--- src/rtl/core/qgi_pkg.sv ---
// ----------------------------------------------------------------------------
// qgi_pkg
// Shared types, constants and tables of the quaternion gyro integrator.
// ----------------------------------------------------------------------------
package qgi_pkg;

  localparam int RATE_W = 24;
  localparam int TS_W   = 24;
  localparam int MIN_W  = 16;
  localparam int QW     = 32;
  localparam int WM_W   = 38;
  localparam int ACC_W  = 66;
  localparam int MAG_W  = 65;
  localparam int ZR_W   = 39;
  localparam int CW     = 34;
  localparam int IDX_W  = 5;
  localparam int CFG_IDX_W  = 8;
  localparam int CFG_DATA_W = 24;

  localparam int DEF_QUAT_FRAC_BITS    = 30;
  localparam int DEF_CORDIC_ITERATIONS = 24;

  localparam logic [32:0] ANG_PI      = 33'd3373259426;
  localparam logic [32:0] ANG_TWO_PI  = 33'd6746518852;
  localparam logic [32:0] ANG_HALF_PI = 33'd1686629713;
  localparam logic [32:0] CORDIC_GAIN = 33'd652032874;

  localparam logic [TS_W-1:0]  TS_RESET  = 24'd41943;
  localparam logic [MIN_W-1:0] MIN_RESET = 16'd1;

  localparam logic [CFG_IDX_W-1:0] REG_TIME_STEP = 8'd0;
  localparam logic [CFG_IDX_W-1:0] REG_MIN_ANGLE = 8'd1;

  typedef logic [4:0] op_t;

  localparam op_t OP_NONE     = 5'd0;
  localparam op_t OP_ACCEPT   = 5'd1;
  localparam op_t OP_WMUL     = 5'd2;
  localparam op_t OP_WROUND   = 5'd3;
  localparam op_t OP_WSHIFT   = 5'd4;
  localparam op_t OP_SQMUL_W  = 5'd5;
  localparam op_t OP_SQMUL_M  = 5'd6;
  localparam op_t OP_SUMACC   = 5'd7;
  localparam op_t OP_SQRT_INI = 5'd8;
  localparam op_t OP_SQRT_STP = 5'd9;
  localparam op_t OP_HALF     = 5'd10;
  localparam op_t OP_MOD      = 5'd11;
  localparam op_t OP_FOLD     = 5'd12;
  localparam op_t OP_CORDIC   = 5'd13;
  localparam op_t OP_SINC     = 5'd14;
  localparam op_t OP_RMUL     = 5'd15;
  localparam op_t OP_RDLOAD   = 5'd16;
  localparam op_t OP_QDLOAD   = 5'd17;
  localparam op_t OP_DIV_STP  = 5'd18;
  localparam op_t OP_RSTORE   = 5'd19;
  localparam op_t OP_QSTORE   = 5'd20;
  localparam op_t OP_HMUL     = 5'd21;
  localparam op_t OP_HACC     = 5'd22;
  localparam op_t OP_MMAG     = 5'd23;
  localparam op_t OP_MSHIFT   = 5'd24;
  localparam op_t OP_EMIT     = 5'd25;

  typedef struct packed {
    op_t              op;
    logic [IDX_W-1:0] idx;
    logic             flag;
  } dp_cmd_t;

  typedef struct packed {
    logic wbig;
    logic mbig;
    logic below_min;
  } dp_stat_t;

  typedef struct packed {
    logic [1:0] qa;
    logic [1:0] rb;
    logic       neg;
  } ham_term_t;

  function automatic logic [29:0] atan_q30(input logic [4:0] i);
    logic [29:0] v;
    case (i)
      5'd0:  v = 30'd843314857;
      5'd1:  v = 30'd497837829;
      5'd2:  v = 30'd263043837;
      5'd3:  v = 30'd133525159;
      5'd4:  v = 30'd67021687;
      5'd5:  v = 30'd33543516;
      5'd6:  v = 30'd16775851;
      5'd7:  v = 30'd8388437;
      5'd8:  v = 30'd4194283;
      5'd9:  v = 30'd2097149;
      5'd31: v = 30'd0;
      default: v = 30'd1 << (5'd30 - i);
    endcase
    return v;
  endfunction

  // hamilton product q x r, term t feeds part t/4
  function automatic ham_term_t ham_term(input logic [3:0] t);
    ham_term_t h;
    case (t)
      4'd0:  h = '{qa: 2'd0, rb: 2'd0, neg: 1'b0};
      4'd1:  h = '{qa: 2'd1, rb: 2'd1, neg: 1'b1};
      4'd2:  h = '{qa: 2'd2, rb: 2'd2, neg: 1'b1};
      4'd3:  h = '{qa: 2'd3, rb: 2'd3, neg: 1'b1};
      4'd4:  h = '{qa: 2'd0, rb: 2'd1, neg: 1'b0};
      4'd5:  h = '{qa: 2'd1, rb: 2'd0, neg: 1'b0};
      4'd6:  h = '{qa: 2'd2, rb: 2'd3, neg: 1'b0};
      4'd7:  h = '{qa: 2'd3, rb: 2'd2, neg: 1'b1};
      4'd8:  h = '{qa: 2'd0, rb: 2'd2, neg: 1'b0};
      4'd9:  h = '{qa: 2'd1, rb: 2'd3, neg: 1'b1};
      4'd10: h = '{qa: 2'd2, rb: 2'd0, neg: 1'b0};
      4'd11: h = '{qa: 2'd3, rb: 2'd1, neg: 1'b0};
      4'd12: h = '{qa: 2'd0, rb: 2'd3, neg: 1'b0};
      4'd13: h = '{qa: 2'd1, rb: 2'd2, neg: 1'b0};
      4'd14: h = '{qa: 2'd2, rb: 2'd1, neg: 1'b1};
      default: h = '{qa: 2'd3, rb: 2'd0, neg: 1'b0};
    endcase
    return h;
  endfunction

endpackage

--- src/rtl/core/qgi_ctrl.sv ---
// ----------------------------------------------------------------------------
// qgi_ctrl
// Sequencer of the integrator: issues datapath commands, owns the input and output handshakes.
// ----------------------------------------------------------------------------
module qgi_ctrl
  import qgi_pkg::*;
#(
  parameter int CORDIC_ITERATIONS = DEF_CORDIC_ITERATIONS
) (
  input  logic     clk,
  input  logic     rst_n,
  input  logic     in_valid,
  output logic     in_ready,
  input  logic     in_kind,
  output logic     out_valid,
  input  logic     out_ready,
  input  dp_stat_t stat,
  output dp_cmd_t  cmd
);

  localparam logic [4:0] S_IDLE   = 5'd0;
  localparam logic [4:0] S_WMUL   = 5'd1;
  localparam logic [4:0] S_WRND   = 5'd2;
  localparam logic [4:0] S_WSHF   = 5'd3;
  localparam logic [4:0] S_SQMUL  = 5'd4;
  localparam logic [4:0] S_SQACC  = 5'd5;
  localparam logic [4:0] S_SQINIT = 5'd6;
  localparam logic [4:0] S_SQSTEP = 5'd7;
  localparam logic [4:0] S_CHECK  = 5'd8;
  localparam logic [4:0] S_MOD    = 5'd9;
  localparam logic [4:0] S_FOLD   = 5'd10;
  localparam logic [4:0] S_CORD   = 5'd11;
  localparam logic [4:0] S_SINC   = 5'd12;
  localparam logic [4:0] S_RMUL   = 5'd13;
  localparam logic [4:0] S_DLOAD  = 5'd14;
  localparam logic [4:0] S_DSTEP  = 5'd15;
  localparam logic [4:0] S_STORE  = 5'd16;
  localparam logic [4:0] S_HMUL   = 5'd17;
  localparam logic [4:0] S_HACC   = 5'd18;
  localparam logic [4:0] S_MMAG   = 5'd19;
  localparam logic [4:0] S_MSHF   = 5'd20;
  localparam logic [4:0] S_EMIT   = 5'd21;

  localparam logic [IDX_W-1:0] LAST_ITER = IDX_W'(CORDIC_ITERATIONS - 1);
  localparam logic [IDX_W-1:0] LAST_STEP = 5'd31;

  logic [4:0]       state_r, state_nxt;
  logic [IDX_W-1:0] cnt_r, cnt_nxt;
  logic [IDX_W-1:0] jcnt_r, jcnt_nxt;
  logic             pass_r, pass_nxt;
  logic             flag_r, flag_nxt;
  logic             out_valid_r, out_valid_nxt;

  always_comb begin
    state_nxt     = state_r;
    cnt_nxt       = cnt_r;
    jcnt_nxt      = jcnt_r;
    pass_nxt      = pass_r;
    flag_nxt      = flag_r;
    out_valid_nxt = out_valid_r && !out_ready;
    cmd           = '{op: OP_NONE, idx: cnt_r, flag: flag_r};
    unique case (state_r)
      S_IDLE: begin
        if (in_valid) begin
          cmd.op   = OP_ACCEPT;
          cnt_nxt  = '0;
          pass_nxt = 1'b0;
          flag_nxt = 1'b0;
          state_nxt = in_kind ? S_EMIT : S_WMUL;
        end
      end
      S_WMUL: begin
        cmd.op    = OP_WMUL;
        state_nxt = S_WRND;
      end
      S_WRND: begin
        cmd.op = OP_WROUND;
        if (cnt_r == 5'd2) begin
          cnt_nxt   = '0;
          state_nxt = S_WSHF;
        end else begin
          cnt_nxt   = cnt_r + 5'd1;
          state_nxt = S_WMUL;
        end
      end
      S_WSHF: begin
        if (stat.wbig) cmd.op = OP_WSHIFT;
        else state_nxt = S_SQMUL;
      end
      S_SQMUL: begin
        cmd.op    = pass_r ? OP_SQMUL_M : OP_SQMUL_W;
        state_nxt = S_SQACC;
      end
      S_SQACC: begin
        cmd.op = OP_SUMACC;
        if (cnt_r == (pass_r ? 5'd3 : 5'd2)) begin
          cnt_nxt   = '0;
          state_nxt = S_SQINIT;
        end else begin
          cnt_nxt   = cnt_r + 5'd1;
          state_nxt = S_SQMUL;
        end
      end
      S_SQINIT: begin
        cmd.op    = OP_SQRT_INI;
        jcnt_nxt  = '0;
        state_nxt = S_SQSTEP;
      end
      S_SQSTEP: begin
        cmd.op = OP_SQRT_STP;
        if (jcnt_r == LAST_STEP) state_nxt = pass_r ? S_DLOAD : S_CHECK;
        else jcnt_nxt = jcnt_r + 5'd1;
      end
      S_CHECK: begin
        if (stat.below_min) begin
          flag_nxt  = 1'b1;
          state_nxt = S_EMIT;
        end else begin
          cmd.op    = OP_HALF;
          cnt_nxt   = 5'd6;
          state_nxt = S_MOD;
        end
      end
      S_MOD: begin
        cmd.op = OP_MOD;
        if (cnt_r == '0) state_nxt = S_FOLD;
        else cnt_nxt = cnt_r - 5'd1;
      end
      S_FOLD: begin
        cmd.op    = OP_FOLD;
        state_nxt = S_CORD;
      end
      S_CORD: begin
        cmd.op = OP_CORDIC;
        if (cnt_r == LAST_ITER) begin
          cnt_nxt   = '0;
          state_nxt = S_SINC;
        end else begin
          cnt_nxt = cnt_r + 5'd1;
        end
      end
      S_SINC: begin
        cmd.op    = OP_SINC;
        state_nxt = S_RMUL;
      end
      S_RMUL: begin
        cmd.op    = OP_RMUL;
        state_nxt = S_DLOAD;
      end
      S_DLOAD: begin
        cmd.op    = pass_r ? OP_QDLOAD : OP_RDLOAD;
        jcnt_nxt  = '0;
        state_nxt = S_DSTEP;
      end
      S_DSTEP: begin
        cmd.op = OP_DIV_STP;
        if (jcnt_r == LAST_STEP) state_nxt = S_STORE;
        else jcnt_nxt = jcnt_r + 5'd1;
      end
      S_STORE: begin
        cmd.op = pass_r ? OP_QSTORE : OP_RSTORE;
        if (!pass_r && cnt_r == 5'd2) begin
          cnt_nxt   = '0;
          state_nxt = S_HMUL;
        end else if (pass_r && cnt_r == 5'd3) begin
          state_nxt = S_EMIT;
        end else begin
          cnt_nxt   = cnt_r + 5'd1;
          state_nxt = pass_r ? S_DLOAD : S_RMUL;
        end
      end
      S_HMUL: begin
        cmd.op    = OP_HMUL;
        state_nxt = S_HACC;
      end
      S_HACC: begin
        cmd.op = OP_HACC;
        if (cnt_r == 5'd15) begin
          cnt_nxt   = '0;
          state_nxt = S_MMAG;
        end else begin
          cnt_nxt   = cnt_r + 5'd1;
          state_nxt = S_HMUL;
        end
      end
      S_MMAG: begin
        cmd.op    = OP_MMAG;
        state_nxt = S_MSHF;
      end
      S_MSHF: begin
        if (stat.mbig) begin
          cmd.op = OP_MSHIFT;
        end else begin
          pass_nxt  = 1'b1;
          state_nxt = S_SQMUL;
        end
      end
      S_EMIT: begin
        if (!out_valid_r || out_ready) begin
          cmd.op        = OP_EMIT;
          out_valid_nxt = 1'b1;
          state_nxt     = S_IDLE;
        end
      end
      default: state_nxt = S_IDLE;
    endcase
  end

  always_ff @(posedge clk) begin
    if (!rst_n) begin
      state_r     <= S_IDLE;
      cnt_r       <= '0;
      jcnt_r      <= '0;
      pass_r      <= 1'b0;
      flag_r      <= 1'b0;
      out_valid_r <= 1'b0;
    end else begin
      state_r     <= state_nxt;
      cnt_r       <= cnt_nxt;
      jcnt_r      <= jcnt_nxt;
      pass_r      <= pass_nxt;
      flag_r      <= flag_nxt;
      out_valid_r <= out_valid_nxt;
    end
  end

  assign in_ready  = (state_r == S_IDLE);
  assign out_valid = out_valid_r;

endmodule

--- config.mk ---
export PLATFORM = sky130hd
export DESIGN_NAME = qgi_ctrl
export DESIGN_NICKNAME = d
export VERILOG_FILES = /design/src/rtl/core/qgi_pkg.sv /design/src/rtl/core/qgi_ctrl.sv
export SDC_FILE = /design/constraint.sdc
export NUM_CORES = 1
export LEC_CHECK = 0
export ABC_AREA = 1
export BUFFER_PORTS_ARGS = -buffer_cell sky130_fd_sc_hd__clkbuf_2
export CORE_ASPECT_RATIO = 0.7
export CORE_MARGIN = 1
export CORE_UTILIZATION = 60
export DETAILED_ROUTE_END_ITERATION = 8
export GPL_TIMING_DRIVEN = 1
export PLACE_DENSITY = 0.8
export SYNTH_ARGS = -nofsm -noshare
export SYNTH_HDL_FRONTEND = slang
export SYNTH_SLANG_ARGS = --single-unit
--- constraint.sdc ---
create_clock -name clk -period 2.1 [get_ports clk]
set_input_delay 0.105 -clock clk [delete_from_list [all_inputs] [get_ports clk]]
set_output_delay 0.105 -clock clk [all_outputs]
set_load 0.03 [all_outputs]
# Yosys cells after proc, flatten, opt, wreduce, memory -nomap -nowiden
# Cells that the tools add are included.
[totals]
output_inout_bits = 13
word_cells = 116
regBits = 18
[op_classes]
n_mux = 47
n_eq_ne = 40
n_reduce_logical = 20
add_sub_neg = 3
[op_table]
columns = ["cell", "n"]
rows = [
  ["$pmux 5 s22", 2],
  ["$mux 5", 24],
  ["$eq 5x4->1 const B", 9],
  ["$eq 5x5->1 const B", 8],
  ["$pmux 5 s8", 1],
  ["$ne 2x2->1 const B", 12],
  ["$eq 5x2->1 const B", 4],
  ["$eq 5x3->1 const B", 4],
  ["$add 5x1->5 const B", 2],
  ["$logic_not 5->1", 2],
  ["$mux 2", 5],
  ["$pmux 5 s2", 1],
  ["$mux 3", 3],
  ["$mux 1", 8],
  ["$reduce_and 8->1", 1],
  ["$reduce_bool 8->1", 1],
  ["$reduce_and 3->1", 2],
  ["$reduce_bool 2->1", 3],
  ["$eq 5x1->1 const B", 1],
  ["$eq 5x2->1", 1],
  ["$reduce_and 5->1", 1],
  ["$sub 5x1->5 const B", 1],
  ["$mux 4", 1],
  ["$pmux 1 s2", 2],
  ["other kinds (6)", 11],
]

# Depth between registers and ports, before layout
# Gate-level depths: netlist of run 1.
[depth]
depth_word = 5
ltp_mapped = 11

# Worst setup path before layout of run 1
# OpenSTA, ideal clock, no wires.
[synth_path]
path_type = "register -> output"
from = "register state_r[0]"
to = "output port cmd[6] (netlist name)"
arrival_time_ns = 1.761
n_path_buf = 1
required_ns = 1.995
slack_ns = 0.234
path_stages_with_launch = 9
path_cell_list = "dfxtp_1 -> buf_2 -> nor2_2 -> nand2_1 -> nor2_1 -> nand2_1 -> o21ai_0 -> a21oi_1 -> nand3_1"
[synth_lines]
columns = ["element", "line_no", "text"]
rows = [
  ["from (decl)", "qgi_ctrl.sv:47", "logic [4:0] state_r, state_nxt;"],
  ["from (signal assigned)", "qgi_ctrl.sv:218", "state_r <= state_nxt;"],
  ["to (decl)", "qgi_ctrl.sv:18", "output dp_cmd_t cmd"],
]

# Worst setup path after layout of run 1
[layout_path]
from = "register cnt_r[1]"
to = "register state_r[2]"
[layout_via]
elab_chain_len = 4
elab_cells_between_ends = 9
cone_classes = "eq/ne: 4; mux: 2; reduce/logical: 3"
[layout_lines]
columns = ["element", "line_no", "text"]
rows = [
  ["from (decl)", "qgi_ctrl.sv:48", "logic [IDX_W-1:0] cnt_r, cnt_nxt;"],
  ["from (signal assigned)", "qgi_ctrl.sv:219", "cnt_r <= cnt_nxt;"],
  ["$eq 5x2->1", "qgi_ctrl.sv:162", "if (!pass_r && cnt_r == 5'd2) begin"],
  ["$logic_and 1x1->1", "qgi_ctrl.sv:162", ""],
  ["$mux 5", "qgi_ctrl.sv:162", ""],
  ["$pmux 5 s22", "qgi_ctrl.sv:62", "unique case (state_r)"],
]
# Parallel ways exist; a longest one is shown, timed or not.
# A chain may end at the register's enable or synchronous reset.

==> results of run 1 <==
kinds of logic (layout without fill, tap and decap cells):
family / Yosys count / count (layout)
buffers and inverters: 51 / 69
AO/OA/AOI/OAI: 36 / 36
XOR/XNOR: 2 / 2
adder cells (fa/ha/maj): 8 / 8
flip-flops: 18 / 18
AND/OR/NAND/NOR: 247 / 247
layout make-up:
type / instances / area (um^2)
clock buffer: 4 / 55.1
timing repair buffer: 21 / 108
multi-input combinational: 293 / 1500
inverter: 44 / 168
tap: 38 / 47.5
fill: 306 / 946
sequential: 18 / 372
layout by cell type, fill, tap and decap left out, types with 7 or more instances in the layout:
cell	count
nand2_1	112
nor2_1	51
nand3_1	40
inv_1	32
clkbuf_2	20
a21oi_1	18
dfxtp_1	11
inv_2	10
nor2_4	10
nand4_1	10
o21ai_0	9
nor2_2	7
ha_1	7
sequential cells by signal, indices dropped and copies added, names as in the netlist:
register and count:
cnt_r 5, jcnt_r 5, state_r 5, flag_r 1, out_valid 1, pass_r 1
worst max-delay path, stage by stage, from the launching register on:
cell and delay, ns:
dfxtp_2 0.41, ha_2 0.25, nand2_1 0.08, inv_1 0.11, nand3_1 0.22, and2_4 0.26, nor2_4 0.13, nand2_2 0.08
nor2_4 0.12, nand2_1 0.08, a21oi_1 0.12
worst max-delay path by stage:
stage | from | end | slack, ns
CTS | state_r[3] | cmd[7] | 0.03
finish | cnt_r[1] | state_r[2] | 0.14
global route | cnt_r[1] | state_r[2] | 0.03
floorplan | state_r[0] | cmd[6] | 0.23
global placement | cnt_r[1] | state_r[3] | 0.1
detailed placement | cnt_r[1] | state_r[2] | 0.08
power groups by stage:
stage / Combinational [mW] / Sequential [mW] / Clock (mW)
5_1_grt: 1.91 / 0.561 / 0.316
3_5_place_dp: 1.68 / 0.531 / 0
2_1_floorplan: 1.35 / 0.474 / 0
3_3_place_gp: 1.68 / 0.529 / 0
6_report: 1.76 / 0.551 / 0.298
4_1_cts: 1.69 / 0.524 / 0.299
routing by layer:
metal,up-vias,GRT usage [%],wire length (um)
li1,1200,-,-
met1,1072,57.0,3030
met2,155,46.4,2370
met3,7,9.27,761
met4,0,8.82,50
met5,-,0,0
timing repair:
action	4_1_cts	5_1_grt
endpoints found under the setup margin	1	11
hold endpoints to repair	0	0
gates resized for setup	1	11
==> run summary, run 1 <==
status -> finished clean
critical hold path startpoint -> rst_n
Post-CTS Setup Inserts -> 0
Sw Ratio -> 58.6%
Max Freq -> 510 MHz
Die Span X -> 71.8 um
CP endpoint kind -> register
Finished Layout Cells -> 418
worst setup margin -> 0.141 ns
via/cell ratio -> 5.82
H-tree depth -> 1
worst-margin pin slew -> 0.548 ns
Pwr per Cell Area -> 1160 nW/um^2
critical path launch point type -> register
Final Setup Violations -> 0
Hold WS -> 0.0908 ns
Avg WL per Cell -> 14.8 um
most numerous cell in the Yosys netlist -> nand2_1
Power, Total -> 2.61 mW
Vias -> 2434
Slew Viols, Final -> 0
worst IR drop on VDD -> 0.748 mV
reg2reg path depth -> 10
vias in the first global route -> 2024
Initial Util -> 64.2%
DRT iter0 DRCs -> 302
CTS Buf Count -> 3
Sink Count -> 18
synthesized cell area -> 2050 um^2
top-area cell type share of the netlist area -> 20.5%
die area -> 3660 um^2
Synth warnings -> 0
number of port buffers -> 20
Clock power frac -> 11.4%
Cell Area, Placed -> 2160 um^2
Psw -> 1.53 mW
Clock Skew -> 0.0172 ns
Main synth FF type -> dfxtp_1
internal power -> 1.08 mW
Rel. slew slack -> 63.3%
Hold Fails Final Rpt -> 0
leading post-synthesis cells by cell area -> nand2_1 (21%), dfxtp_1 (18%), nand3_1 (9.8%)
dpl cells -> 414
sequential cell area fraction in the yosys report -> 17.6%
Yosys top cell by area -> nand2_1
Max Cap Viol -> 0
Die Height -> 50.9 um
HP Class -> in2reg
clk slew on worst S/H paths -> 0.06 ns
origin of the critical flop-to-flop path -> cnt_r[1]
# DRC -> 0
GPL Wtd Cong -> 1.05
minimum clock period -> 1.96 ns
CTS root buf -> clkbuf_8
Final period util -> 93.3%
TritonCTS clock tree -> yes
FF-to-FF setup slack -> 0.14 ns
total negative slack -> 0 ns
WS Path Type -> reg2reg
Syn Area/Cell -> 5.66 um^2
Async SR Flop Fraction -> 0%
Combinational Power Share -> 67.5%
largest family of logic cells by synthesized area -> simple AND/OR/NAND/NOR gates
synthesized net count -> 378
grt total ovfl -> 0
first-pass GRT wire length -> 9920 um
Max Root-Sink Buffers -> 2
simple-gate portion of the synthesized area -> 56.4%
cts hold-fix bufs -> 0
Rows -> 17
count of flip-flops with a built-in enable after synthesis -> 0
design area -> 2240 um^2
Yosys cell types -> 30
adder-cell area share of the yosys netlist -> 4.89%
Reg-to-Reg End -> state_r[2]
WP data arrival -> 2.12 ns
pre-CTS setup slack -> 0.0798 ns
CP Data Required Time -> 2.27 ns
net count reported at finish -> 397
largest net degree at the start of global routing -> 18
core area -> 3190 um^2
Layout area overhead -> 9.59%
RSZ-0062 raised after global routing -> false
number of I/O pins -> 21
gr usage total -> 35.9%
end-of-flow core utilization -> 70.4%
Synth Register Bits -> 18
First-pass DRT Iterations -> 5
post-synthesis mux area share -> 0%
Routed Antenna Nets -> 0
worst-path fanout max -> 8
initial antenna violation count -> 0
Detailed Route WL -> 6210 um
ANT cells -> 0
register share of total power -> 21.1%
top post-synthesis cells by count -> nand2_1 (112), nor2_1 (52), nand3_1 (40)
Synth Instances -> 362
Worst Hold End -> jcnt_r[0]
P_leak -> 1.12 nW
XOR/XNOR Fraction of Synth Area -> 0.855%
DP Wirelength -> 4810 um
Synth Area in Compound Gates -> 10.1%
Hold Path Cell Cnt -> 3
ratio of cells with drive above 1 in the final layout -> 19.7%
worst-skew pair later-pin latency -> 0.27 ns
No activity file was read; power rests on OpenSTA's default activity.
==> run 2: changes to the inputs <==
--- a/config.mk
+++ b/config.mk
@@ -8,7 +8,7 @@
 export ABC_AREA = 1
 export BUFFER_PORTS_ARGS = -buffer_cell sky130_fd_sc_hd__clkbuf_2
 export CORE_ASPECT_RATIO = 0.7
-export CORE_MARGIN = 1
+export CORE_MARGIN = 2
 export CORE_UTILIZATION = 60
 export DETAILED_ROUTE_END_ITERATION = 8
 export GPL_TIMING_DRIVEN = 1
==> run summary, run 2 (same netlist as run 1, synthesis figures left out) <==
Max Freq -> 508 MHz (-0.53%)
Final period util -> 93.8% (+0.50 points)
via/cell ratio -> 5.74 (-1.5%)
grt total ovfl -> 0 (unchanged)
Pwr per Cell Area -> 1160 nW/um^2 (-0.58%)
worst-skew pair later-pin latency -> 0.25 ns (-0.02 ns)
Final Setup Violations -> 0 (unchanged)
clk slew on worst S/H paths -> 0.07 ns (about the same)
number of I/O pins -> 21 (unchanged)
status -> finished clean
Slew Viols, Final -> 0 (unchanged)
DRT iter0 DRCs -> 298 (-1.3%)
Detailed Route WL -> 6340 um (+2.1%)
ANT cells -> 0 (unchanged)
Combinational Power Share -> 68.0% (+0.5 points)
WS Path Type -> reg2out
worst IR drop on VDD -> 0.824 mV (+10%)
Psw -> 1.53 mW (about the same)
minimum clock period -> 1.97 ns (+0.0104 ns)
net count reported at finish -> 400 (+0.76%)
internal power -> 1.09 mW (+1.1%)
CTS root buf -> clkbuf_8
Rows -> 17 (unchanged)
WP data arrival -> 1.86 ns (-0.26 ns)
HP Class -> in2reg
Max Cap Viol -> 0 (unchanged)
Hold Fails Final Rpt -> 0 (unchanged)
Max Root-Sink Buffers -> 2 (unchanged)
Layout area overhead -> 10.8%
worst-margin pin slew -> 0.512 ns (-0.0357 ns)
GPL Wtd Cong -> 0.985 (-5.9%)
Hold WS -> 0.0960 ns (+0.00522 ns)
vias in the first global route -> 2029 (+0.25%)
RSZ-0062 raised after global routing -> false
worst-path fanout max -> 8 (unchanged)
P_leak -> 1.14 nW (+1.2%)
DP Wirelength -> 4970 um (+3.4%)
TritonCTS clock tree -> yes
Rel. slew slack -> 65.7% (+2.4 points)
Clock power frac -> 10.9% (-0.5 points)
commonest non-fill, non-tap cell in the layout -> nand2_1
critical path launch point type -> register
Die Span X -> 73.8 um (+2.8%)
initial antenna violation count -> 0 (unchanged)
Sink Count -> 18 (unchanged)
CTS Buf Count -> 3 (unchanged)
number of port buffers -> 20 (unchanged)
Vias -> 2467 (+1.4%)
Routed Antenna Nets -> 0 (unchanged)
CP endpoint kind -> output port
register share of total power -> 21.1% (about the same)
Avg WL per Cell -> 14.7 um (-0.71%)
most frequent cells in the layout -> nand2_1 (112), nor2_1 (52), nand3_1 (40), inv_1 (32), clkbuf_2 (20)
Clock Skew -> 0.00216 ns (-0.0151 ns)
Cell Area, Placed -> 2200 um^2 (+1.6%)
H-tree depth -> 1 (unchanged)
ratio of cells with drive above 1 in the final layout -> 20.1% (+0.37 points)
Post-CTS Setup Inserts -> 0 (unchanged)
largest registers -> cnt_r (5), jcnt_r (5), state_r (5)
CP Data Required Time -> 2.00 ns (-0.27 ns)
die area -> 3900 um^2 (+6.8%)
core area -> 3210 um^2 (+0.67%)
largest net degree at the start of global routing -> 18 (unchanged)
Initial Util -> 63.8% (-0.43 points)
First-pass DRT Iterations -> 5 (unchanged)
gr usage total -> 34.1% (-1.7 points)
first-pass GRT wire length -> 9920 um (about the same)
Die Height -> 52.9 um (+3.9%)
design area -> 2270 um^2 (+1.1%)
Sw Ratio -> 58.3% (-0.27 points)
# DRC -> 0 (unchanged)
total negative slack -> 0 ns (unchanged)
-- run 2: cell count changes in the layout (fill, tap and decap cells not counted) --
cell     previous run  this run
buf_4               1         4
dfxtp_2             6         7
dfxtp_4             1         0
nor2_1             51        52
nor2_4             10         9
-- run 2: power groups by stage --
stage               clock (mW)  combinational [mW]  sequential, mW
floorplan                    0                1.35           0.474
finish                   0.285                1.78           0.553
CTS                      0.290                1.72           0.527
global placement             0                1.71           0.532
detailed placement           0                1.71           0.533
global route             0.305                1.92           0.561
-- run 2: what timing repair did --
item | 4_1_cts | 5_1_grt
endpoints found under the setup margin | 0 | 9
resized for setup | 0 | 9
hold buffers | 0 | 0
-- run 2: critical path: stages, from the launching register on --
cell and delay, ns:
dfxtp_2 0.40, nor2_4 0.24, inv_1 0.13, nor2_1 0.21, nand2_1 0.15, o21ai_0 0.10, a21oi_1 0.06, nand3_1 0.12
clkbuf_2 0.21
-- run 2: path summary, 6_finish.rpt --
| path | start | end | slack [ns] | cells after the start |
|---|---|---|---|---|
| hold reg to reg | flag_r | flag_r | 0.46 | 2 |
| setup reg to reg | cnt_r[0] | state_r[1] | 0.18 | 10 |
| setup / recovery | state_r[3] | cmd[6] | 0.13 | 8 |
| hold / removal | rst_n | jcnt_r[0] | 0.1 | 3 |
-- run 2: layout make-up --
cell class	instances	area [um^2]
Timing Repair Buffer	24	130
Inverter	44	168
Multi-Input combinational cell	293	1490
Clock buffer	4	55.1
Sequential cell	18	369
Tap cell	47	58.8
Fill cell	292	943
-- run 2: per-stage QoR --
step,setup WS [ns],power [mW],cells,util [%]
after detailed placement,0.156,2.24,426,68.4
final,0.131,2.62,430,70.6
after global placement,0.220,2.24,426,68.4
after floorplan,0.234,1.82,362,-
after global routing,0.0250,2.79,430,70.6
after CTS,0.0336,2.54,430,70.1
-- run 2: per-layer routing --
layer / track usage, % / share of wire, % / vias to the layer above / routed length [um]
met5: 0 / 0 / - / 0
met4: 5.15 / 1.4 / 0 / 90
met3: 7.24 / 11 / 16 / 691
met2: 47.3 / 40 / 140 / 2510
met1: 53.8 / 48 / 1105 / 3050
li1: - / - / 1206 / -
